$ cat src/hw/rtl/i2crb_pkg.sv
// ============================================================================
// i2crb_pkg
// Shared types and constants for the I2C register burst master.
// ============================================================================
package i2crb_pkg;

    // Default depth of the write byte buffer
    localparam int unsigned DEF_BUFFER_DEPTH = 16;

    // Field widths
    localparam int unsigned FUNC_W     = 2;
    localparam int unsigned BYTE_W     = 8;
    localparam int unsigned LEN_W      = 5;
    localparam int unsigned DEV_ADDR_W = 7;
    localparam int unsigned PT_W       = 10;
    localparam int unsigned CFG_IDX_W  = 2;
    localparam int unsigned CFG_DATA_W = 10;

    // Reset values of the configuration registers
    localparam logic [DEV_ADDR_W-1:0] DEV_ADDR_RESET    = 7'd104;
    localparam logic [PT_W-1:0]       PHASE_TICKS_RESET = 10'd10;

    // Top bit of a shifted byte, driven onto SDA
    localparam logic [BYTE_W-1:0] MSB_MASK = 8'h80;

    typedef enum logic [FUNC_W-1:0] {
        FUNC_TICK  = 2'd0,
        FUNC_QUEUE = 2'd1,
        FUNC_WRITE = 2'd2,
        FUNC_READ  = 2'd3
    } func_t;

    typedef enum logic [CFG_IDX_W-1:0] {
        CFG_DEV_ADDR    = 2'd0,
        CFG_PHASE_TICKS = 2'd1
    } cfg_idx_t;

    // One input request
    typedef struct packed {
        logic [FUNC_W-1:0] func;
        logic [BYTE_W-1:0] reg_addr;
        logic [LEN_W-1:0]  length;
        logic [BYTE_W-1:0] write_byte;
        logic              sda_in;
    } cmd_t;

    // One result request
    typedef struct packed {
        logic              scl;
        logic              sda_release;
        logic              busy_res;
        logic              read_valid;
        logic [BYTE_W-1:0] read_data;
        logic              done_res;
        logic              nack_error;
    } res_t;

    // Sequencer status
    typedef struct packed {
        logic busy;
    } seq_stat_t;

endpackage

$ cat src/hw/rtl/i2crb_if.sv
// ============================================================================
// i2crb_if
// Valid/ready channels for input and result requests.
// ============================================================================
interface i2crb_cmd_if
    import i2crb_pkg::*;
();
    logic              valid;
    logic              ready;
    logic [FUNC_W-1:0] func;
    logic [BYTE_W-1:0] reg_addr;
    logic [LEN_W-1:0]  length;
    logic [BYTE_W-1:0] write_byte;
    logic              sda_in;

    modport source (output valid, func, reg_addr, length, write_byte, sda_in,
                    input ready);
    modport sink (input valid, func, reg_addr, length, write_byte, sda_in,
                  output ready);
endinterface

interface i2crb_rsp_if
    import i2crb_pkg::*;
();
    logic              valid;
    logic              ready;
    logic              scl;
    logic              sda_release;
    logic              busy_res;
    logic              read_valid;
    logic [BYTE_W-1:0] read_data;
    logic              done_res;
    logic              nack_error;

    modport source (output valid, scl, sda_release, busy_res, read_valid, read_data,
                    done_res, nack_error, input ready);
    modport sink (input valid, scl, sda_release, busy_res, read_valid, read_data,
                  done_res, nack_error, output ready);
endinterface

$ cat src/hw/rtl/i2crb_buf.sv
// ============================================================================
// i2crb_buf
// Write byte buffer: one write port, one read port, registered read data.
// ============================================================================
module i2crb_buf
    import i2crb_pkg::*;
#(
    parameter int unsigned BUFFER_DEPTH = DEF_BUFFER_DEPTH,
    localparam int unsigned AW = (BUFFER_DEPTH > 1) ? $clog2(BUFFER_DEPTH) : 1
)
(
    input  logic              clk,
    input  logic              wr_en,
    input  logic [AW-1:0]     wr_addr,
    input  logic [BYTE_W-1:0] wr_data,
    input  logic [AW-1:0]     rd_addr,
    output logic [BYTE_W-1:0] rd_data
);

    logic [BYTE_W-1:0] mem [BUFFER_DEPTH];
    logic [BYTE_W-1:0] rd_data_reg;

    always_ff @(posedge clk)
    begin
        if (wr_en)
        begin
            mem[wr_addr] <= wr_data;
        end
        rd_data_reg <= mem[rd_addr];
    end

    assign rd_data = rd_data_reg;

endmodule

$ cat src/hw/rtl/i2crb_seq.sv
// ============================================================================
// i2crb_seq
// Bus sequencer: one tick per accepted request, config registers, queueing.
// ============================================================================
module i2crb_seq
    import i2crb_pkg::*;
#(
    parameter int unsigned BUFFER_DEPTH = DEF_BUFFER_DEPTH,
    localparam int unsigned AW = (BUFFER_DEPTH > 1) ? $clog2(BUFFER_DEPTH) : 1
)
(
    input  logic                  clk,
    input  logic                  rst_n,
    input  logic                  cfg_wr_en,
    input  logic [CFG_IDX_W-1:0]  cfg_index,
    input  logic [CFG_DATA_W-1:0] cfg_wdata,
    input  logic                  cmd_fire,
    input  cmd_t                  cmd_in,
    output logic                  buf_wr_en,
    output logic [AW-1:0]         buf_wr_addr,
    output logic [BYTE_W-1:0]     buf_wr_data,
    output logic [AW-1:0]         buf_rd_addr,
    input  logic [BYTE_W-1:0]     buf_rd_data,
    output res_t                  res,
    output seq_stat_t             stat
);

    localparam int unsigned QW = $clog2(BUFFER_DEPTH + 1);
    localparam int unsigned CW = (QW > LEN_W) ? QW : LEN_W;

    localparam logic [1:0] SLOT_LOW0 = 2'd0;
    localparam logic [1:0] SLOT_HIGH = 2'd1;
    localparam logic [1:0] SLOT_LOW1 = 2'd2;
    localparam logic [2:0] BIT_LAST  = 3'd7;

    typedef enum logic [13:0] {
        ST_IDLE      = 14'h0001,
        ST_START     = 14'h0002,
        ST_ADDRW_BIT = 14'h0004,
        ST_ADDRW_ACK = 14'h0008,
        ST_REG_BIT   = 14'h0010,
        ST_REG_ACK   = 14'h0020,
        ST_WDATA_BIT = 14'h0040,
        ST_WDATA_ACK = 14'h0080,
        ST_RSTART    = 14'h0100,
        ST_RADDR_BIT = 14'h0200,
        ST_RADDR_ACK = 14'h0400,
        ST_RDATA_BIT = 14'h0800,
        ST_RDATA_ACK = 14'h1000,
        ST_STOP      = 14'h2000
    } step_t;

    logic [DEV_ADDR_W-1:0] dev_addr_reg;
    logic [PT_W-1:0]       phase_ticks_reg;

    step_t             step_reg, step_next;
    logic [PT_W-1:0]   phase_reg, phase_next;
    logic [1:0]        slot_reg, slot_next;
    logic [2:0]        bit_reg, bit_next;
    logic [BYTE_W-1:0] shift_reg, shift_next;
    logic [LEN_W-1:0]  bc_reg, bc_next;
    logic [LEN_W-1:0]  tl_reg, tl_next;
    logic [BYTE_W-1:0] reg_latch_reg, reg_latch_next;
    logic              read_mode_reg, read_mode_next;
    logic [QW-1:0]     queued_reg, queued_next;
    logic              ack_reg, ack_next;
    logic              err_reg, err_next;

    logic [PT_W-1:0]   pt;
    logic [PT_W:0]     phase_inc;
    logic [LEN_W-1:0]  bc_inc;
    logic [LEN_W:0]    bc_inc_wide;
    logic [CW-1:0]     rd_wide;
    logic              is_read;
    logic              scl_o;
    logic              sda_o;
    logic              rvalid;
    logic [BYTE_W-1:0] rdata;
    logic              done;
    logic              nerr;

    // Configuration
    always_ff @(posedge clk or negedge rst_n)
    begin
        if (!rst_n)
        begin
            dev_addr_reg    <= DEV_ADDR_RESET;
            phase_ticks_reg <= PHASE_TICKS_RESET;
        end
        else if (cfg_wr_en)
        begin
            if (cfg_index == CFG_DEV_ADDR)
            begin
                dev_addr_reg <= cfg_wdata[DEV_ADDR_W-1:0];
            end
            else if (cfg_index == CFG_PHASE_TICKS)
            begin
                phase_ticks_reg <= cfg_wdata[PT_W-1:0];
            end
        end
    end

    assign pt          = (phase_ticks_reg == '0) ? PT_W'(1) : phase_ticks_reg;
    assign phase_inc   = {1'b0, phase_reg} + (PT_W + 1)'(1);
    assign bc_inc      = bc_reg + LEN_W'(1);
    assign bc_inc_wide = {1'b0, bc_reg} + (LEN_W + 1)'(1);
    assign is_read     = (cmd_in.func == FUNC_READ);

    // Prefetch the next data byte: entry bc during the register ack slot,
    // entry bc+1 during a data ack slot.
    assign rd_wide     = (step_reg == ST_WDATA_ACK) ? CW'(bc_inc) : CW'(bc_reg);
    assign buf_rd_addr = rd_wide[AW-1:0];
    assign buf_wr_addr = queued_reg[AW-1:0];
    assign buf_wr_data = cmd_in.write_byte;

    // Line drive for the phase current at the start of the tick
    always_comb
    begin
        scl_o = 1'b1;
        sda_o = 1'b1;
        case (step_reg)
            ST_START, ST_RSTART:
            begin
                scl_o = (slot_reg != SLOT_LOW1);
                sda_o = (slot_reg == SLOT_LOW0);
            end
            ST_ADDRW_BIT, ST_REG_BIT, ST_WDATA_BIT, ST_RADDR_BIT:
            begin
                scl_o = (slot_reg == SLOT_HIGH);
                sda_o = ((shift_reg & MSB_MASK) != '0);
            end
            ST_ADDRW_ACK, ST_REG_ACK, ST_WDATA_ACK, ST_RADDR_ACK, ST_RDATA_BIT:
            begin
                scl_o = (slot_reg == SLOT_HIGH);
                sda_o = 1'b1;
            end
            ST_RDATA_ACK:
            begin
                scl_o = (slot_reg == SLOT_HIGH);
                sda_o = !(bc_inc_wide < {1'b0, tl_reg});
            end
            ST_STOP:
            begin
                scl_o = (slot_reg != SLOT_LOW0);
                sda_o = (slot_reg == SLOT_LOW1);
            end
            default:
            begin
                scl_o = 1'b1;
                sda_o = 1'b1;
            end
        endcase
    end

    // Tick update
    always_comb
    begin
        step_next      = step_reg;
        phase_next     = phase_reg;
        slot_next      = slot_reg;
        bit_next       = bit_reg;
        shift_next     = shift_reg;
        bc_next        = bc_reg;
        tl_next        = tl_reg;
        reg_latch_next = reg_latch_reg;
        read_mode_next = read_mode_reg;
        queued_next    = queued_reg;
        ack_next       = ack_reg;
        err_next       = err_reg;
        buf_wr_en      = 1'b0;
        rvalid         = 1'b0;
        rdata          = '0;
        done           = 1'b0;
        nerr           = 1'b0;

        if (cmd_fire)
        begin
            if (step_reg == ST_IDLE)
            begin
                phase_next = '0;
                slot_next  = SLOT_LOW0;
                if (cmd_in.func == FUNC_QUEUE)
                begin
                    if (queued_reg < QW'(BUFFER_DEPTH))
                    begin
                        buf_wr_en   = 1'b1;
                        queued_next = queued_reg + QW'(1);
                    end
                end
                else if (cmd_in.func == FUNC_WRITE || cmd_in.func == FUNC_READ)
                begin
                    reg_latch_next = cmd_in.reg_addr;
                    read_mode_next = is_read;
                    if (!is_read && (CW'(cmd_in.length) > CW'(BUFFER_DEPTH)))
                    begin
                        tl_next = LEN_W'(BUFFER_DEPTH);
                    end
                    else
                    begin
                        tl_next = cmd_in.length;
                    end
                    bc_next     = '0;
                    bit_next    = '0;
                    shift_next  = '0;
                    ack_next    = 1'b0;
                    err_next    = 1'b0;
                    queued_next = '0;
                    step_next   = ST_START;
                end
            end
            else if (phase_inc < {1'b0, pt})
            begin
                phase_next = phase_reg + PT_W'(1);
            end
            else
            begin
                phase_next = '0;
                // Sample SDA at the end of SCL high
                if (slot_reg == SLOT_HIGH)
                begin
                    if (step_reg == ST_ADDRW_ACK || step_reg == ST_REG_ACK ||
                        step_reg == ST_WDATA_ACK || step_reg == ST_RADDR_ACK)
                    begin
                        ack_next = cmd_in.sda_in;
                    end
                    if (step_reg == ST_RDATA_BIT)
                    begin
                        shift_next = {shift_reg[BYTE_W-2:0], cmd_in.sda_in};
                        if (bit_reg == BIT_LAST)
                        begin
                            rvalid = 1'b1;
                            rdata  = shift_next;
                        end
                    end
                end
                if (slot_reg != SLOT_LOW1)
                begin
                    slot_next = slot_reg + 2'd1;
                end
                else
                begin
                    slot_next = SLOT_LOW0;
                    case (step_reg)
                        ST_START:
                        begin
                            shift_next = {dev_addr_reg, 1'b0};
                            bit_next   = '0;
                            step_next  = ST_ADDRW_BIT;
                        end
                        ST_RSTART:
                        begin
                            shift_next = {dev_addr_reg, 1'b1};
                            bit_next   = '0;
                            step_next  = ST_RADDR_BIT;
                        end
                        ST_ADDRW_BIT, ST_REG_BIT, ST_WDATA_BIT, ST_RADDR_BIT:
                        begin
                            if (bit_reg == BIT_LAST)
                            begin
                                bit_next = '0;
                                case (step_reg)
                                    ST_ADDRW_BIT: step_next = ST_ADDRW_ACK;
                                    ST_REG_BIT:   step_next = ST_REG_ACK;
                                    ST_WDATA_BIT: step_next = ST_WDATA_ACK;
                                    default:      step_next = ST_RADDR_ACK;
                                endcase
                            end
                            else
                            begin
                                bit_next   = bit_reg + 3'd1;
                                shift_next = {shift_reg[BYTE_W-2:0], 1'b0};
                            end
                        end
                        ST_RDATA_BIT:
                        begin
                            if (bit_reg == BIT_LAST)
                            begin
                                bit_next  = '0;
                                step_next = ST_RDATA_ACK;
                            end
                            else
                            begin
                                bit_next = bit_reg + 3'd1;
                            end
                        end
                        ST_ADDRW_ACK:
                        begin
                            if (ack_reg)
                            begin
                                err_next  = 1'b1;
                                step_next = ST_STOP;
                            end
                            else
                            begin
                                shift_next = reg_latch_reg;
                                step_next  = ST_REG_BIT;
                            end
                        end
                        ST_REG_ACK:
                        begin
                            // Register byte NACK is ignored
                            if (read_mode_reg)
                            begin
                                step_next = ST_RSTART;
                            end
                            else if (bc_reg < tl_reg)
                            begin
                                shift_next = buf_rd_data;
                                step_next  = ST_WDATA_BIT;
                            end
                            else
                            begin
                                step_next = ST_STOP;
                            end
                        end
                        ST_WDATA_ACK:
                        begin
                            if (ack_reg)
                            begin
                                err_next  = 1'b1;
                                step_next = ST_STOP;
                            end
                            else
                            begin
                                bc_next = bc_inc;
                                if (bc_inc < tl_reg)
                                begin
                                    shift_next = buf_rd_data;
                                    step_next  = ST_WDATA_BIT;
                                end
                                else
                                begin
                                    step_next = ST_STOP;
                                end
                            end
                        end
                        ST_RADDR_ACK:
                        begin
                            if (ack_reg)
                            begin
                                err_next  = 1'b1;
                                step_next = ST_STOP;
                            end
                            else if (tl_reg != '0)
                            begin
                                shift_next = '0;
                                step_next  = ST_RDATA_BIT;
                            end
                            else
                            begin
                                step_next = ST_STOP;
                            end
                        end
                        ST_RDATA_ACK:
                        begin
                            bc_next = bc_inc;
                            if (bc_inc < tl_reg)
                            begin
                                shift_next = '0;
                                step_next  = ST_RDATA_BIT;
                            end
                            else
                            begin
                                step_next = ST_STOP;
                            end
                        end
                        ST_STOP:
                        begin
                            step_next = ST_IDLE;
                            done      = 1'b1;
                            nerr      = err_reg;
                            err_next  = 1'b0;
                        end
                        default:
                        begin
                            step_next = ST_IDLE;
                        end
                    endcase
                end
            end
        end
    end

    always_ff @(posedge clk or negedge rst_n)
    begin
        if (!rst_n)
        begin
            step_reg      <= ST_IDLE;
            phase_reg     <= '0;
            slot_reg      <= SLOT_LOW0;
            bit_reg       <= '0;
            shift_reg     <= '0;
            bc_reg        <= '0;
            tl_reg        <= '0;
            reg_latch_reg <= '0;
            read_mode_reg <= 1'b0;
            queued_reg    <= '0;
            ack_reg       <= 1'b0;
            err_reg       <= 1'b0;
        end
        else
        begin
            step_reg      <= step_next;
            phase_reg     <= phase_next;
            slot_reg      <= slot_next;
            bit_reg       <= bit_next;
            shift_reg     <= shift_next;
            bc_reg        <= bc_next;
            tl_reg        <= tl_next;
            reg_latch_reg <= reg_latch_next;
            read_mode_reg <= read_mode_next;
            queued_reg    <= queued_next;
            ack_reg       <= ack_next;
            err_reg       <= err_next;
        end
    end

    always_comb
    begin
        res.scl         = scl_o;
        res.sda_release = sda_o;
        res.busy_res    = (step_reg != ST_IDLE);
        res.read_valid  = rvalid;
        res.read_data   = rdata;
        res.done_res    = done;
        res.nack_error  = nerr;
    end

    assign stat.busy = (step_reg != ST_IDLE);

endmodule

$ cat src/hw/rtl/i2crb_oq.sv
// ============================================================================
// i2crb_oq
// Two-entry result queue; keeps input flowing while the sink stalls, until both entries are held.
// ============================================================================
module i2crb_oq
    import i2crb_pkg::*;
(
    input  logic clk,
    input  logic rst_n,
    input  logic push,
    input  res_t push_data,
    output logic not_full,
    input  logic pop,
    output logic head_valid,
    output res_t head_data
);

    localparam logic [1:0] CNT_EMPTY = 2'd0;
    localparam logic [1:0] CNT_ONE   = 2'd1;
    localparam logic [1:0] CNT_FULL  = 2'd2;

    logic [1:0] cnt_reg, cnt_next;
    res_t       head_reg, head_next;
    res_t       tail_reg, tail_next;

    always_comb
    begin
        head_next = head_reg;
        tail_next = tail_reg;
        cnt_next  = cnt_reg + 2'(push) - 2'(pop);
        case (cnt_reg)
            CNT_EMPTY:
            begin
                if (push)
                begin
                    head_next = push_data;
                end
            end
            CNT_ONE:
            begin
                if (push && pop)
                begin
                    head_next = push_data;
                end
                else if (push)
                begin
                    tail_next = push_data;
                end
            end
            CNT_FULL:
            begin
                if (pop)
                begin
                    head_next = tail_reg;
                end
            end
            default:
            begin
                head_next = head_reg;
            end
        endcase
    end

    always_ff @(posedge clk or negedge rst_n)
    begin
        if (!rst_n)
        begin
            cnt_reg <= CNT_EMPTY;
        end
        else
        begin
            cnt_reg <= cnt_next;
        end
    end

    always_ff @(posedge clk)
    begin
        head_reg <= head_next;
        tail_reg <= tail_next;
    end

    assign not_full   = (cnt_reg != CNT_FULL);
    assign head_valid = (cnt_reg != CNT_EMPTY);
    assign head_data  = head_reg;

endmodule

$ cat src/hw/rtl/i2c_register_burst_master_unit.sv
// ============================================================================
// i2c_register_burst_master_unit
// Bit-banged I2C master for register write and read bursts.
// ============================================================================
// Usage:
//  - cmd carries one bus tick per request: queue a write byte while idle,
//    start a write or read burst, or just tick. sda_in is the sampled line.
//  - rsp returns exactly one result request per cmd request: SCL/SDA drive,
//    busy, received byte with its strobe, done and NACK error.
//  - cfg_wr_en/cfg_index/cfg_wdata set device address (0) and phase length
//    (1); write them only while the block is idle.
//  - Throughput: one request per clock while the result queue has room. The
//    result is registered in the result queue; the sequencer state is
//    registered and the data byte is prefetched from the buffer's synchronous
//    read port during the register and write data acknowledge slots.
//  - Reset: sequencer idle, queue empty, address 104, phase length 10 ticks.
//    Buffer contents are undefined until queued.
//  - Stall: a two-entry result queue absorbs a stalled sink; cmd.ready drops
//    only when both entries are held.
// ============================================================================
module i2c_register_burst_master_unit
    import i2crb_pkg::*;
#(
    parameter int unsigned BUFFER_DEPTH = DEF_BUFFER_DEPTH
)
(
    input  logic                  clk,
    input  logic                  rst_n,
    input  logic                  cfg_wr_en,
    input  logic [CFG_IDX_W-1:0]  cfg_index,
    input  logic [CFG_DATA_W-1:0] cfg_wdata,
    i2crb_cmd_if.sink             cmd,
    i2crb_rsp_if.source           rsp
);

    localparam int unsigned AW = (BUFFER_DEPTH > 1) ? $clog2(BUFFER_DEPTH) : 1;

    cmd_t              cmd_in;
    logic              cmd_fire;
    logic              oq_not_full;
    res_t              res;
    res_t              head;
    seq_stat_t         stat;
    logic              buf_wr_en;
    logic [AW-1:0]     buf_wr_addr;
    logic [BYTE_W-1:0] buf_wr_data;
    logic [AW-1:0]     buf_rd_addr;
    logic [BYTE_W-1:0] buf_rd_data;

    // Input request fields
    always_comb
    begin
        cmd_in.func       = cmd.func;
        cmd_in.reg_addr   = cmd.reg_addr;
        cmd_in.length     = cmd.length;
        cmd_in.write_byte = cmd.write_byte;
        cmd_in.sda_in     = cmd.sda_in;
    end

    // Take a request whenever the result queue has room
    assign cmd.ready = oq_not_full;
    assign cmd_fire  = cmd.valid && oq_not_full;

    // Data byte buffer
    i2crb_buf #(
        .BUFFER_DEPTH (BUFFER_DEPTH)
    ) u_buf (
        .clk     (clk),
        .wr_en   (buf_wr_en),
        .wr_addr (buf_wr_addr),
        .wr_data (buf_wr_data),
        .rd_addr (buf_rd_addr),
        .rd_data (buf_rd_data)
    );

    // Bus sequencer, one tick per request
    i2crb_seq #(
        .BUFFER_DEPTH (BUFFER_DEPTH)
    ) u_seq (
        .clk         (clk),
        .rst_n       (rst_n),
        .cfg_wr_en   (cfg_wr_en),
        .cfg_index   (cfg_index),
        .cfg_wdata   (cfg_wdata),
        .cmd_fire    (cmd_fire),
        .cmd_in      (cmd_in),
        .buf_wr_en   (buf_wr_en),
        .buf_wr_addr (buf_wr_addr),
        .buf_wr_data (buf_wr_data),
        .buf_rd_addr (buf_rd_addr),
        .buf_rd_data (buf_rd_data),
        .res         (res),
        .stat        (stat)
    );

    // Result queue
    i2crb_oq u_oq (
        .clk        (clk),
        .rst_n      (rst_n),
        .push       (cmd_fire),
        .push_data  (res),
        .not_full   (oq_not_full),
        .pop        (rsp.valid && rsp.ready),
        .head_valid (rsp.valid),
        .head_data  (head)
    );

    assign rsp.scl         = head.scl;
    assign rsp.sda_release = head.sda_release;
    assign rsp.busy_res    = head.busy_res;
    assign rsp.read_valid  = head.read_valid;
    assign rsp.read_data   = head.read_data;
    assign rsp.done_res    = head.done_res;
    assign rsp.nack_error  = head.nack_error;

`ifndef SYNTHESIS
    // Stop completion returns the sequencer to idle
    a_done_to_idle: assert property (@(posedge clk) disable iff (!rst_n)
        (cmd_fire && res.done_res) |=> !stat.busy)
        else $error("sequencer still busy after done");

    // A NACK error is only flagged on the done tick
    a_nack_with_done: assert property (@(posedge clk) disable iff (!rst_n)
        (cmd_fire && res.nack_error) |-> res.done_res)
        else $error("nack_error without done_res");

    // A start taken while idle launches a transaction
    a_start_busy: assert property (@(posedge clk) disable iff (!rst_n)
        (cmd_fire && !stat.busy &&
         (cmd_in.func == FUNC_WRITE || cmd_in.func == FUNC_READ)) |=> stat.busy)
        else $error("start request did not make the sequencer busy");
`endif

endmodule
$ cat src/flat_wrapper.sv
// flat-port wrapper written by rule: the top's interface ports become plain ports
module i2c_register_burst_master_unit_flat import i2crb_pkg::*;
#(
    parameter int unsigned BUFFER_DEPTH = DEF_BUFFER_DEPTH
)
  (clk, rst_n, cfg_wr_en, cfg_index, cfg_wdata, cmd_valid, cmd_func, cmd_reg_addr, cmd_length, cmd_write_byte, cmd_sda_in, cmd_ready, rsp_valid, rsp_scl, rsp_sda_release, rsp_busy_res, rsp_read_valid, rsp_read_data, rsp_done_res, rsp_nack_error, rsp_ready);
  i2crb_cmd_if cmd_i ();
  i2crb_rsp_if rsp_i ();
  input  logic clk;
  input  logic rst_n;
  input  logic cfg_wr_en;
  input  logic [CFG_IDX_W-1:0] cfg_index;
  input  logic [CFG_DATA_W-1:0] cfg_wdata;
  input wire logic [$bits(cmd_i.valid)-1:0] cmd_valid;
  input wire logic [$bits(cmd_i.func)-1:0] cmd_func;
  input wire logic [$bits(cmd_i.reg_addr)-1:0] cmd_reg_addr;
  input wire logic [$bits(cmd_i.length)-1:0] cmd_length;
  input wire logic [$bits(cmd_i.write_byte)-1:0] cmd_write_byte;
  input wire logic [$bits(cmd_i.sda_in)-1:0] cmd_sda_in;
  output wire logic [$bits(cmd_i.ready)-1:0] cmd_ready;
  output wire logic [$bits(rsp_i.valid)-1:0] rsp_valid;
  output wire logic [$bits(rsp_i.scl)-1:0] rsp_scl;
  output wire logic [$bits(rsp_i.sda_release)-1:0] rsp_sda_release;
  output wire logic [$bits(rsp_i.busy_res)-1:0] rsp_busy_res;
  output wire logic [$bits(rsp_i.read_valid)-1:0] rsp_read_valid;
  output wire logic [$bits(rsp_i.read_data)-1:0] rsp_read_data;
  output wire logic [$bits(rsp_i.done_res)-1:0] rsp_done_res;
  output wire logic [$bits(rsp_i.nack_error)-1:0] rsp_nack_error;
  input wire logic [$bits(rsp_i.ready)-1:0] rsp_ready;
  assign cmd_i.valid = cmd_valid;
  assign cmd_i.func = cmd_func;
  assign cmd_i.reg_addr = cmd_reg_addr;
  assign cmd_i.length = cmd_length;
  assign cmd_i.write_byte = cmd_write_byte;
  assign cmd_i.sda_in = cmd_sda_in;
  assign cmd_ready = cmd_i.ready;
  assign rsp_valid = rsp_i.valid;
  assign rsp_scl = rsp_i.scl;
  assign rsp_sda_release = rsp_i.sda_release;
  assign rsp_busy_res = rsp_i.busy_res;
  assign rsp_read_valid = rsp_i.read_valid;
  assign rsp_read_data = rsp_i.read_data;
  assign rsp_done_res = rsp_i.done_res;
  assign rsp_nack_error = rsp_i.nack_error;
  assign rsp_i.ready = rsp_ready;
  i2c_register_burst_master_unit #(.BUFFER_DEPTH(BUFFER_DEPTH)) u_core (.clk(clk), .rst_n(rst_n), .cfg_wr_en(cfg_wr_en), .cfg_index(cfg_index), .cfg_wdata(cfg_wdata), .cmd(cmd_i), .rsp(rsp_i));
endmodule
$ cat config.mk
export PLATFORM = sky130hd
export DESIGN_NAME = i2c_register_burst_master_unit_flat
export DESIGN_NICKNAME = d
export VERILOG_FILES = /design/src/hw/rtl/i2crb_pkg.sv /design/src/hw/rtl/i2crb_if.sv /design/src/hw/rtl/i2crb_buf.sv /design/src/hw/rtl/i2crb_seq.sv /design/src/hw/rtl/i2crb_oq.sv /design/src/hw/rtl/i2c_register_burst_master_unit.sv /design/src/flat_wrapper.sv
export SDC_FILE = /design/constraint.sdc
export NUM_CORES = 1
export LEC_CHECK = 0
export BUFFER_PORTS_ARGS = -buffer_cell sky130_fd_sc_hd__buf_2
export CORE_ASPECT_RATIO = 0.8
export CORE_MARGIN = 2
export CORE_UTILIZATION = 45
export DETAILED_ROUTE_END_ITERATION = 7
export PLACE_DENSITY_LB_ADDON = 0.08
export SETUP_SLACK_MARGIN = 0.15
export SLEW_MARGIN = 15
export SYNTH_ARGS = -nofsm -noshare
export SYNTH_HDL_FRONTEND = slang
export SYNTH_SLANG_ARGS = --single-unit
$ cat constraint.sdc
create_clock -name clk -period 8 [get_ports clk]
set_input_delay 1.2 -clock clk [delete_from_list [all_inputs] [get_ports clk]]
set_output_delay 1.2 -clock clk [all_outputs]
set_load 0.05 [all_outputs]
## Word level (Yosys, flattened, before mapping)

Memory sizes are Yosys's and may differ from the RTL's. A register that Yosys moved wholly into a read port is not among the register bits.
Index checks and enable logic that the tools add are counted.

- Register bits: 110
- Memory bits (writable): 128
- Logic and storage cells: 231
- Memories kept: 1

- Add/sub/neg operators: 9
- $lt $le $gt $ge: 6
- Eq/ne operators: 38
- Multiplexer cells: 103
- Bitwise logic cells: 3
- Reduce and logical (&&, ||, !) cells: 42

Memories:

| memory | depth | width | rd ports | clocked after Yosys merged registers in | wr ports | RTL line | RTL |
|---|---|---|---|---|---|---|---|
| u_core.u_buf.mem | 16 | 8 | 1 | 1 | 1 | i2crb_buf.sv:20 | `logic [BYTE_W-1:0] mem [BUFFER_DEPTH];` |

Operators with widths:

| kind | count |
|---|---|
| 14-bit two-way mux | 18 |
| 8-bit two-way mux | 22 |
| 14-bit one-hot mux with 9 select lines | 1 |
| 8-bit one-hot mux with 8 select lines | 1 |
| 5-bit two-way mux | 9 |
| 14-bit one-hot mux with 3 select lines | 1 |
| 11-bit one-hot mux with 3 select lines | 1 |
| 1-bit two-way mux | 32 |
| 10-bit two-way mux | 3 |
| 7-bit AND reduction | 3 |
| 3-bit two-way mux | 6 |
| 4-bit AND reduction | 4 |
| 14-bit by 1-bit == test with 1-bit output (second input constant) | 1 |
| 14-bit by 10-bit == test with 1-bit output (second input constant) | 1 |
| 14-bit by 11-bit == test with 1-bit output (second input constant) | 1 |
| 14-bit by 12-bit == test with 1-bit output (second input constant) | 1 |
| 14-bit by 13-bit == test with 1-bit output (second input constant) | 1 |
| 14-bit == test (second input constant) | 1 |
| 14-bit by 2-bit == test with 1-bit output (second input constant) | 1 |
| 14-bit by 3-bit == test with 1-bit output (second input constant) | 1 |
| 14-bit by 4-bit == test with 1-bit output (second input constant) | 1 |
| 14-bit by 5-bit == test with 1-bit output (second input constant) | 1 |
| 14-bit by 6-bit == test with 1-bit output (second input constant) | 1 |
| 14-bit by 7-bit == test with 1-bit output (second input constant) | 1 |
| other kinds (48) | 88 |

## Longest topological paths before layout

Gate-level depths: netlist of the first run.

- Depth in word-level cells: 9
- Gate-level depth with buffers: 15
- Gate-level depth less buffers: 14

## By module

Synthesis of the first run repeated with hierarchy kept, for this count alone.

- Cell total of the unflattened synthesis: 834
- Area, all modules: 11,627.4 µm²

Modules (own cells, without submodules):

| module | times used | cells each | area each (µm²) | seq. area each (µm²) |
|---|---|---|---|---|
| i2crb_seq | 1 | 543 | 5,250.0 | 2,009.4 |
| i2crb_buf | 1 | 229 | 5,147.4 | 4,003.8 |
| i2crb_oq | 1 | 60 | 1,217.4 | 890.9 |
| i2c_register_burst_master_unit | 1 | 2 | 12.5 | 0.0 |

## Least setup slack after synthesis of the first run

OpenSTA, ideal clock, no wires.

- Path kind: input to register
- Start: input port cmd_valid
- End: register u_core.u_oq.tail_reg[0] (netlist name) (enable)
- Setup time: 0.422 ns
- Data arrival time: 3.046 ns
- Data required time: 7.578 ns
- Slack: 4.532 ns
- Cell stages on the path: 4
- Path buffers: 0
- Cells stage by stage: nand2_1 -> inv_1 -> ha_1 -> nor4bb_1

- Longest elaborated chain between the ends: 4

Ends and longest elaborated chain:

| what | RTL line | RTL |
|---|---|---|
| start: declaration | flat_wrapper.sv:14 | `input wire logic [$bits(cmd_i.valid)-1:0] cmd_valid;` |
| 1-bit logical AND * | i2c_register_burst_master_unit.sv:62 | `assign cmd_fire = cmd.valid && oq_not_full;` |
| via u_core.cmd_fire | i2c_register_burst_master_unit.sv:39 | `logic cmd_fire;` |
| 1-bit logical AND | i2crb_oq.sv:41 | `if (push && pop)` |
| 1-bit inverter (no line) | - |  |
| 3-bit AND reduction (no line) * | - |  |
| end signal: assignment | i2crb_oq.sv:79 | `tail_reg <= tail_next;` |
| end: declaration | i2crb_oq.sv:24 | `res_t tail_reg, tail_next;` |

Mark *: on every way through the listed nets, which the timed path passes. The rest lies on a longest branch.
A chain may end at the register's enable or synchronous reset.

## Worst setup path in the final report of the first run

- Start: register u_core.u_seq.step_reg[11]
- End: memory u_core.u_buf.mem[6][1] (enable)

- Longest elaborated chain between the ends: 5

Ends and longest elaborated chain:

| what | RTL line | RTL |
|---|---|---|
| start: declaration | i2crb_seq.sv:56 | `step_t step_reg, step_next;` |
| start signal: assignment | i2crb_seq.sv:403 | `step_reg <= step_next;` |
| 14-bit by 1-bit == test with 1-bit output | i2crb_seq.sv:178 | `if (step_reg == ST_IDLE)` |
| 1-bit two-way mux | i2crb_seq.sv:178 |  |
| 1-bit two-way mux | i2crb_seq.sv:176 | `if (cmd_fire)` |
| 1-bit two-way mux | i2crb_buf.sv:25 | `if (wr_en)` |
| 1-bit two-way mux (not written as such) | i2crb_buf.sv:27 | `mem[wr_addr] <= wr_data;` |
| end: declaration | i2crb_buf.sv:20 |  |

No other way between the ends.

==> results.json, run 1 <==
{
  "drive_above_1_share_pct": 15.81,
  "worstHoldStart": "u_core.u_seq.reg_latch_reg[6]$_DFFE_PN0P_",
  "cts_tree": "done",
  "grt_use_total_pct": 22.27,
  "hold_path.class": "flop to flop",
  "die_h_um": 149.3,
  "clk_latency_ps": 520,
  "vias": 8510,
  "max_freq_ghz": 0.2315,
  "cts_resized": 0,
  "largest_reg_flops": 128,
  "powerDensity_nw_per_um2": 240.7,
  "slew-limit-headroom_pct": 27.53,
  "final_antenna_net_count": 0,
  "dpl-instance-area_um2": 12450,
  "ys_ff_latch": 246,
  "synthSimpleGateAreaFrac_pct": 16.26,
  "synth-adder-area-share_pct": 2.950,
  "drc_errors": 0,
  "setup_ws_ps": 3680,
  "finalClockSkew_ps": 16.85,
  "core_um2": 26130,
  "drv_slew": 0,
  "synth_xor_area_share_pct": 1.623,
  "rr_startpoint": "u_core.u_seq.step_reg[11]$_DFFE_PN0P_",
  "synth_ff_type": "edfxtp_1",
  "drt_iter0_markers": 763,
  "netlist_instances": 1056,
  "postCtsSetupBuffers": 0,
  "place.gp.congestion": 0.8938,
  "dp_hpwl_um": 21380,
  "ir_worst_vdd_mv": 0.1414,
  "grt_pass1_vias": 7817,
  "leakage_uw": 0.005248,
  "h-tree-depth": 1,
  "yosys-top-cells-count": "edfxtp_1 (156), nand2_1 (155), dfrtp_1 (76), o22ai_1 (63), nor2_1 (54)",
  "r2r_end": "u_core.u_buf.mem[6][1]$_DFFE_PP_",
  "fin_crit_sh_pct": 54.00,
  "min_to": "u_core.u_seq.reg_latch_reg[6]$_DFFE_PN0P_",
  "grt_start_max_net_pins": 53,
  "fin_nets": 1158,
  "pin_count": 57,
  "synth_top_family_by_area": "simple AND/OR/NAND/NOR gates",
  "syn-num-nets": 1125,
  "cp.arrival_ps": 4460,
  "avgSynthCellArea_um2": 11.24,
  "preCtsSetupSlack_ps": 3710,
  "rows": 53,
  "async_flop_share_pct": 33.33,
  "tightest_slew_ps": 1084,
  "clockBufferDepth": 3,
  "root_buffer": "clkbuf_16",
  "io_buffers": 56,
  "min_path_cells": 2,
  "crit_path_top_delay_cell": "nor3_1",
  "synth_cell_types": 76,
  "n_antenna_cell": 0,
  "cts.clk_slew.worst_paths_ps": 70,
  "setup.worst_path.start_class": "flop",
  "synth_edf_count": 156,
  "yosysTopAreaCell": "edfxtp_1",
  "wl_per_cell_um": 20.75,
  "netlist.area_leader.share_pct": 39.45,
  "regMostFlops": "u_core.u_buf.mem",
  "drv_cap": 0,
  "die_area_um2": 27710,
  "r2r_setup_slack_ps": 3680,
  "routed_wl_um": 30390,
  "start_util_pct": 45.45,
  "rsz0062_at_grt": "no",
  "yosysMostFrequentCell": "edfxtp_1",
  "viasPerCell": 5.813,
  "setup_viol": 0,
  "cp_data_required_time_ps": 8140,
  "final_util_pct": 51.01,
  "slowest_delay_ps": 880,
  "whs_ps": 480.9,
  "reg2reg_depth": 8,
  "fin_area_um2": 13330,
  "synth-compound-area-share_pct": 14.47,
  "clock_sinks": 246,
  "tns_ps": 0,
  "worstPathCellList": "or4_1 > nor3_2 > and2_1 > inv_1 > nor2_1 > and3_1 > nand2_1 > nor3_1",
  "synth_mux_area_share_pct": 3.172,
  "dr.pass1.iters": 5,
  "crit_fanout": 11,
  "min_period_ps": 4320,
  "hold_buffers": 0,
  "crit_path_end_kind": "flop",
  "syn_area_um2": 11870,
  "status": "finished clean",
  "synth.area.top_cells": "edfxtp_1 (39%), dfrtp_1 (16%), nand2_1 (4.9%)",
  "critPathKind": "flop to flop",
  "yosys_warnings": 0,
  "grt_pass1_wl_um": 46690,
  "numCtsBuffers": 25,
  "grt_overflow": 0,
  "area_growth_pct": 12.24,
  "ys_seq_area_share_pct": 58.15,
  "hold_violations": 0,
  "dieWidth_um": 185.6,
  "antenna_found_initial": 0
}
-- metrics by stage --
step	std cells	total power, uW
floorplan	1056	1853
global placement	1419	1993
detailed placement	1419	1999
CTS	1464	3236
global route	1464	3338
finish	1464	3208
-- per-layer routing --
layer | global-route usage (%) | wire length [um] | up-vias
met4 | 5.039 | 532 | 0
met2 | 29.85 | 12020 | 299
met1 | 37.03 | 15480 | 4146
met3 | 3.589 | 2349 | 35
li1 | - | - | 4030
met5 | 0 | 0 | -
-- power by group --
| group | internal (uW) | total, uW | switching (uW) | leakage (uW) |
|---|---|---|---|---|
| logic | 157 | 465 | 309 | 0.00229 |
| registers | 1450 | 1510 | 62.4 | 0.00254 |
| clock network | 746 | 1230 | 488 | 0.000418 |
| total | 2350 | 3210 | 859 | 0.00525 |
-- cell type report --
type / count / area (um^2)
clock buffer: 30 / 654.4
clock inverter: 15 / 207.7
fill: 2395 / 12800
inverter: 29 / 108.9
multi-input combinational: 720 / 4641
sequential: 246 / 6904
tap: 357 / 446.7
timing repair buffer: 67 / 365.4
-- cells in the final DEF (no fill, tap or decap), types with 9 or more instances in the layout --
cell type,n
edfxtp_1,156
nand2_1,155
dfrtp_1,76
o22ai_1,63
buf_2,55
nor2_1,54
o21ai_0,39
nand3_1,35
inv_1,29
ha_1,28
a21oi_1,27
and2_1,26
mux2_2,25
clkbuf_16,25
nor3_1,17
a21o_1,14
a31oi_1,14
o31ai_1,14
nor4_1,13
a22o_1,12
buf_4,12
xnor2_1,11
nor2b_1,10
nand2b_1,10
and3_1,9
a211oi_1,9
a22oi_1,9
-- cell families (layout without fill, tap and decap cells) --
family | count (synthesis) | after routing
mux | 34 | 34
flops | 246 | 246
xor+xnor | 22 | 22
fa+ha+maj | 28 | 28
buf+inv | 90 | 141
simple gates | 385 | 385
compound gates | 251 | 251
-- critical path: cells and delay by family, from the launching register on --
kind	cells	cell delay, ps
and+or+nand+nor	7	3160
DFF	1	470
buffers and inverters	1	290
-- how the worst max path moves through the flow --
stage	slack, ps	end	startpoint
final	3680	u_core.u_buf.mem[6][1]$_DFFE_PP_	u_core.u_seq.step_reg[11]$_DFFE_PN0P_
after global routing	3340	u_core.u_buf.mem[4][0]$_DFFE_PP_	u_core.u_seq.step_reg[11]$_DFFE_PN0P_
after CTS	3660	u_core.u_buf.mem[5][1]$_DFFE_PP_	u_core.u_seq.step_reg[11]$_DFFE_PN0P_
after detailed placement	3710	u_core.u_buf.mem[7][0]$_DFFE_PP_	u_core.u_seq.step_reg[11]$_DFFE_PN0P_
after global placement	3830	u_core.u_buf.mem[7][0]$_DFFE_PP_	u_core.u_seq.step_reg[11]$_DFFE_PN0P_
after floorplan	4530	u_core.u_oq.tail_reg[0]$_DFFE_PP_	cmd_valid
(Power assumes the default switching activity.)
==> run 2, diff against run 1 <==
clock period = 3.95 ns   (was 8 ns; I/O delays follow)
==> results.json, run 2 (synthesis gave the netlist of run 1 again) <==
{
  "fin_crit_sh_pct": 86.74,
  "critPathTopFamily": "simple AND/OR/NAND/NOR gates",
  "numCtsBuffers": 27,
  "n_antenna_cell": 0,
  "whs_ps": 178.9,
  "setup.worst_path.start_class": "flop",
  "rows": 53,
  "crit_path_top_delay_cell": "or4_1",
  "preCtsSetupSlack_ps": 336.7,
  "hold_path.class": "input pin to asynchronous set/reset pin",
  "drc_errors": 0,
  "status": "finished clean",
  "final_common_cell": "edfxtp_1",
  "grt_start_max_net_pins": 64,
  "grt_pass1_wl_um": 47310,
  "rr_startpoint": "u_core.u_seq.step_reg[10]$_DFFE_PN0P_",
  "tns_ps": 0,
  "die_h_um": 149.3,
  "wl_met3_um": 1769,
  "vias": 8616,
  "cts.clk_slew.worst_paths_ps": 70,
  "met2_length_um": 12420,
  "slew-limit-headroom_pct": 23.83,
  "crit_fanout": 9,
  "pin_count": 57,
  "path_depth": 8,
  "leakage_uw": 0.005507,
  "tightest_slew_ps": 1137,
  "hold_buffers": 0,
  "powerDensity_nw_per_um2": 477.3,
  "min_period_ps": 3426,
  "drive_above_1_share_pct": 18.98,
  "io_buffers": 56,
  "root_buffer": "clkbuf_16",
  "regMostFlops": "u_core.u_buf.mem",
  "critPathKind": "flop to flop",
  "rsz0062_at_grt": "no",
  "area_growth_pct": 15.47,
  "place.gp.congestion": 0.8730,
  "setup_ws_ps": 523.6,
  "grt_pass1_vias": 8272,
  "r2r_setup_slack_ps": 520,
  "max_freq_ghz": 0.2919,
  "r2r_end": "u_core.u_buf.mem[14][5]$_DFFE_PP_",
  "final_cell_mix": "edfxtp_1 (156), nand2_1 (155), dfrtp_1 (76)",
  "worstPathCellList": "or4_1 > nor3_2 > and2_1 > inv_1 > nor2_1 > and3_1 > and3_1 > and2_1",
  "dr.pass1.iters": 5,
  "routed.top_layer": "met4",
  "setup_viol": 0,
  "die_area_um2": 27710,
  "crit_buf_inv": 1,
  "clk_latency_ps": 530,
  "clockBufferDepth": 3,
  "dieWidth_um": 185.6,
  "dp_hpwl_um": 20900,
  "h-tree-depth": 1,
  "crit_path_end_kind": "flop",
  "slowest_delay_ps": 740,
  "grt_overflow": 0,
  "wl_per_cell_um": 19.83,
  "drv_slew": 0,
  "finalClockSkew_ps": 13.61,
  "cp.arrival_ps": 3580,
  "wl_met1_um": 15460,
  "routed_wl_um": 30060,
  "reg2reg_depth": 8,
  "core_um2": 26130,
  "ir_worst_vdd_mv": 0.3659,
  "final_antenna_net_count": 0,
  "viasPerCell": 5.683,
  "drt_iter0_markers": 644,
  "clock_sinks": 246,
  "drv_cap": 0,
  "grt_use_total_pct": 22.12,
  "cp_data_required_time_ps": 4110,
  "fin_nets": 1208,
  "start_util_pct": 45.45,
  "hold_violations": 0,
  "cts_tree": "done",
  "final_util_pct": 52.48,
  "largest_reg_flops": 128,
  "antenna_found_initial": 0
}
run 2: cell types whose count changed in the layout (fill, tap and decap cells not counted), sizes merged:
cell | previous run | this run
clkinvlp | 2 | 1
clkinv | 7 | 9
buf | 67 | 115
bufinv | 5 | 3
inv | 30 | 29
clkbuf | 30 | 36
run 2: what timing repair did:
item / in CTS / in global routing
setup buffers: 0 / 4
setup endpoints to repair: 0 / 11
endpoints found under the hold margin: 0 / 0
resized for setup: 0 / 3
run 2: cell type report:
class                   instances  area (um^2)
clock buffers                  36        752.0
repair buffers                115        725.7
multi-input cells             720         4636
inverters                      29        108.9
well taps                     357        446.7
fillers                      2387        12420
flip-flops and latches        246         6904
clock inverters                13        137.6
run 2: worst register-to-register path: stages (launching register included):
cell and delay, ps:
dfrtp_1 470, or4_1 740, nor3_2 380, and2_1 210, inv_1 60, nor2_1 200
and3_1 310, and3_1 220, and2_1 470
run 2: routing by layer:
metal / track usage, % / vias to the layer above
met2: 31.40 / 222
met5: 0 / -
met3: 3.662 / 30
met1: 35.60 / 4218
li1: - / 4146
met4: 4.055 / 0
run 2: where the power goes:
part,switching (uW),internal [uW],total [uW]
clock network,1000,1530,2530
registers,121,2930,3050
logic,630,338,967
total,1750,4790,6540
run 2: worst max path at each step:
stage                                                from                                    to  slack [ps]
CTS                 u_core.u_seq.phase_reg[0]$_DFFE_PN0P_  u_core.u_seq.step_reg[5]$_DFFE_PN0P_         310
global placement    u_core.u_seq.phase_reg[0]$_DFFE_PN0P_  u_core.u_seq.step_reg[5]$_DFFE_PN0P_         460
global route        u_core.u_seq.phase_reg[0]$_DFFE_PN0P_  u_core.u_seq.step_reg[4]$_DFFE_PN0P_         200
detailed placement  u_core.u_seq.phase_reg[0]$_DFFE_PN0P_  u_core.u_seq.step_reg[5]$_DFFE_PN0P_         340
floorplan                u_core.u_oq.cnt_reg[1]$_DFF_PN0_     u_core.u_oq.tail_reg[0]$_DFFE_PP_         610
finish              u_core.u_seq.step_reg[10]$_DFFE_PN0P_     u_core.u_buf.mem[14][5]$_DFFE_PP_         520
run 2: per-stage QoR:
step	std cells	total power [uW]	instance area [um^2]
detailed placement	1463	4077	12780
global placement	1463	4058	12780
global route	1516	6841	13710
finish	1516	6544	13710
floorplan	1056	3752	11870
CTS	1512	6619	13670
==> run 3, diff against run 2 <==
ABC_AREA = 1   (was unset)
==> results.json, run 3 <==
{
  "status": "finished clean",
  "rsz0062_at_grt": "no",
  "start_util_pct": 45.55,
  "critPathTopFamily": "simple AND/OR/NAND/NOR gates",
  "cts.clk_slew.worst_paths_ps": 60,
  "root_buffer": "clkbuf_16",
  "drv_cap": 0,
  "slowest_delay_ps": 380,
  "synth.area.top_cells": "edfxtp_1 (38%), dfrtp_1 (15%), nand2_1 (11%)",
  "die_area_um2": 28840,
  "critPathKind": "flop to flop",
  "netlist_instances": 1388,
  "core_um2": 27160,
  "ys_seq_area_share_pct": 55.81,
  "h-tree-depth": 1,
  "die_h_um": 152.3,
  "dp_hpwl_um": 22210,
  "syn-num-nets": 1457,
  "slew-limit-headroom_pct": 36.97,
  "crit_buf_inv": 2,
  "dieWidth_um": 189.4,
  "seq_area_um2": 6904,
  "ir_worst_vdd_mv": 0.3217,
  "fin_crit_sh_pct": 86.17,
  "crit_fanout": 13,
  "p_sw_uw": 2430,
  "setup_viol": 0,
  "yosysMostFrequentCell": "nand2_1",
  "ys_ff_latch": 246,
  "cp.arrival_ps": 3820,
  "preCtsSetupSlack_ps": 551.6,
  "worstPathCellList": "inv_1 > nor3_1 > nand3_1 > nor2_1 > nand3_1 > xor2_1 > ha_1 > nand3_1 > or3_1 > nor2_1 > nand2_1 > nand3_2 > nand2_1 > inv_1 > nand3_2 > nand2_1 > nand2_1",
  "crit_path_top_delay_cell": "dfrtp_1",
  "viasPerCell": 5.202,
  "clock_sinks": 246,
  "drt_iter0_markers": 708,
  "clk_latency_ps": 540,
  "synth_edf_count": 156,
  "syn_area_um2": 12370,
  "grt_use_total_pct": 21.56,
  "cp_data_required_time_ps": 4360,
  "synth_cell_types": 48,
  "leakage_uw": 0.006497,
  "hold_path.class": "input pin to flop",
  "async_flop_share_pct": 33.33,
  "numCtsBuffers": 26,
  "p_int_uw": 5061,
  "cp_common_cell": "nand2_1",
  "hold_violations": 0,
  "pin_count": 57,
  "yosys_warnings": 0,
  "yosys-top-cells-count": "nand2_1 (352), inv_1 (192), edfxtp_1 (156), nand3_1 (136), nor2_1 (116)",
  "combPwrFrac_pct": 24.4,
  "wl_per_cell_um": 16.66,
  "n_antenna_cell": 0,
  "antenna_found_initial": 0,
  "r2r_setup_slack_ps": 550,
  "multiInputGateArea_um2": 4531,
  "sequentialPowerShare_pct": 42.3,
  "final_common_cell": "nand2_1",
  "drc_errors": 0,
  "yosysTopAreaCell": "edfxtp_1",
  "largest_reg_flops": 128,
  "tightest_slew_ps": 941.9,
  "clockBufferDepth": 3,
  "netlist.area_leader.share_pct": 37.87,
  "grt_overflow": 0,
  "p_sw_share_pct": 32.43,
  "grt_pass1_wl_um": 49400,
  "powerDensity_nw_per_um2": 533.2,
  "routed_wl_um": 30750,
  "vias": 9597,
  "clkPwrFrac_pct": 33.3,
  "tns_ps": 0,
  "area_growth_pct": 13.55,
  "io_buffers": 56,
  "finalClockSkew_ps": 25.85,
  "drive_above_1_share_pct": 11.75,
  "grt_pass1_vias": 9058,
  "cts_tree": "done",
  "final_antenna_net_count": 0,
  "avgSynthCellArea_um2": 8.913,
  "grt_start_max_net_pins": 58,
  "final_cell_mix": "nand2_1 (351), inv_1 (192), edfxtp_1 (156)",
  "setup.worst_path.start_class": "flop",
  "nFillCells": 2610,
  "dr.pass1.iters": 5,
  "fin_nets": 1530,
  "crit_path_end_kind": "flop",
  "place.gp.congestion": 0.9224,
  "setup_ws_ps": 546.2,
  "max_freq_ghz": 0.2938,
  "regMostFlops": "u_core.u_buf.mem",
  "min_period_ps": 3404,
  "drv_slew": 0,
  "synth_ff_type": "edfxtp_1",
  "rows": 54
}
==> run 3: changes by cell type in the layout (fill, tap and decap cells not counted), sizes merged, moves of 15 or more <==
cell and change:
o22ai -67, a21oi +15, and2 -26, o21ai +44, nor4 -18, nand3 +106
mux2 -26, nor2 +76, inv +171, o211ai +39, buf -33, nand2 +202
==> run 3: logic make-up (layout without fill, tap and decap cells) <==
family	count (synthesis)	in the layout	share of synthesized area, %
AND/OR/NAND/NOR	672	672	23.79
AO/OA/AOI/OAI	189	189	8.860
buffers and inverters	241	334	7.859
XOR/XNOR	12	12	0.8496
flip-flops	246	246	55.81
adder cells (fa/ha/maj)	28	28	2.832
==> run 3: repair_timing <==
action / in CTS / in global routing
setup endpoints to repair: 0 / 4
hold endpoints to repair: 26 / 0
buffers inserted: 0 / 0
gates resized for setup: 0 / 1
hold buffers: 1 / 0
==> run 3: final timing paths <==
check | start | to | cells after the start
worst min register to register | u_core.u_seq.reg_latch_reg[4]$_DFFE_PN0P_ | u_core.u_seq.reg_latch_reg[4]$_DFFE_PN0P_ | 2
max in group asynchronous | rst_n | u_core.u_seq.phase_ticks_reg[3]$_DFFE_PN1P_ | 3
worst max-delay path | u_core.u_seq.phase_reg[2]$_DFFE_PN0P_ | u_core.u_seq.step_reg[12]$_DFFE_PN0P_ | 17
min in group asynchronous | rst_n | u_core.u_seq.tl_reg[3]$_DFFE_PN0P_ | 2
worst min-delay path | cmd_reg_addr[7] | u_core.u_seq.reg_latch_reg[7]$_DFFE_PN0P_ | 3
worst max register to register | u_core.u_seq.phase_reg[2]$_DFFE_PN0P_ | u_core.u_seq.step_reg[12]$_DFFE_PN0P_ | 17
==> run 3: metrics by stage <==
| stage | instance area (um^2) | total power (uW) | hold WS (ps) | std cells | util, % |
|---|---|---|---|---|---|
| after floorplan | 12370 | 4482 | 296.9 | 1388 | - |
| after global placement | 13150 | 5015 | 455.6 | 1796 | 48.42 |
| after detailed placement | 13150 | 5027 | 462.8 | 1796 | 48.42 |
| after CTS | 14040 | 7545 | 232.4 | 1845 | 51.70 |
| after global routing | 14050 | 7891 | 244.6 | 1845 | 51.72 |
| final | 14050 | 7490 | 253.7 | 1845 | 51.72 |
==> run 3: final cells by class <==
type,instances,area share [%]
timing repair buffer,83,3.652
sequential,246,49.15
clock inverter,16,1.327
clock buffer,32,4.935
tap,364,3.242
inverter,203,5.442
multi-input combinational,901,32.25
==> run 3: worst reg2reg max path: stages, from the launching register on <==
cell and delay (ps):
dfrtp_1 380, inv_1 80, nor3_1 320, nand3_1 170, nor2_1 160, nand3_1 110, xor2_1 170, ha_1 310
nand3_1 80, or3_1 320, nor2_1 110, nand2_1 140, nand3_2 100, nand2_1 80, inv_1 240, nand3_2 310
nand2_1 160, nand2_1 50
==> run 3: routing by layer <==
metal / track usage [%] / up-vias / share of wire (%)
met5: 0 / - / 0
met4: 3.839 / 0 / 1.3
met3: 2.764 / 26 / 6.0
met2: 30.73 / 249 / 41
met1: 35.17 / 4575 / 52
li1: - / 4747 / -
==> run 3: power groups by stage <==
stage          clock (uW)  sequential, uW  combinational [uW]
3_5_place_dp            0            3220                1810
4_1_cts              2560            3170                1820
6_report             2500            3170                1820
5_1_grt              2670            3200                2020
3_3_place_gp            0            3210                1800
2_1_floorplan           0            3460                1030
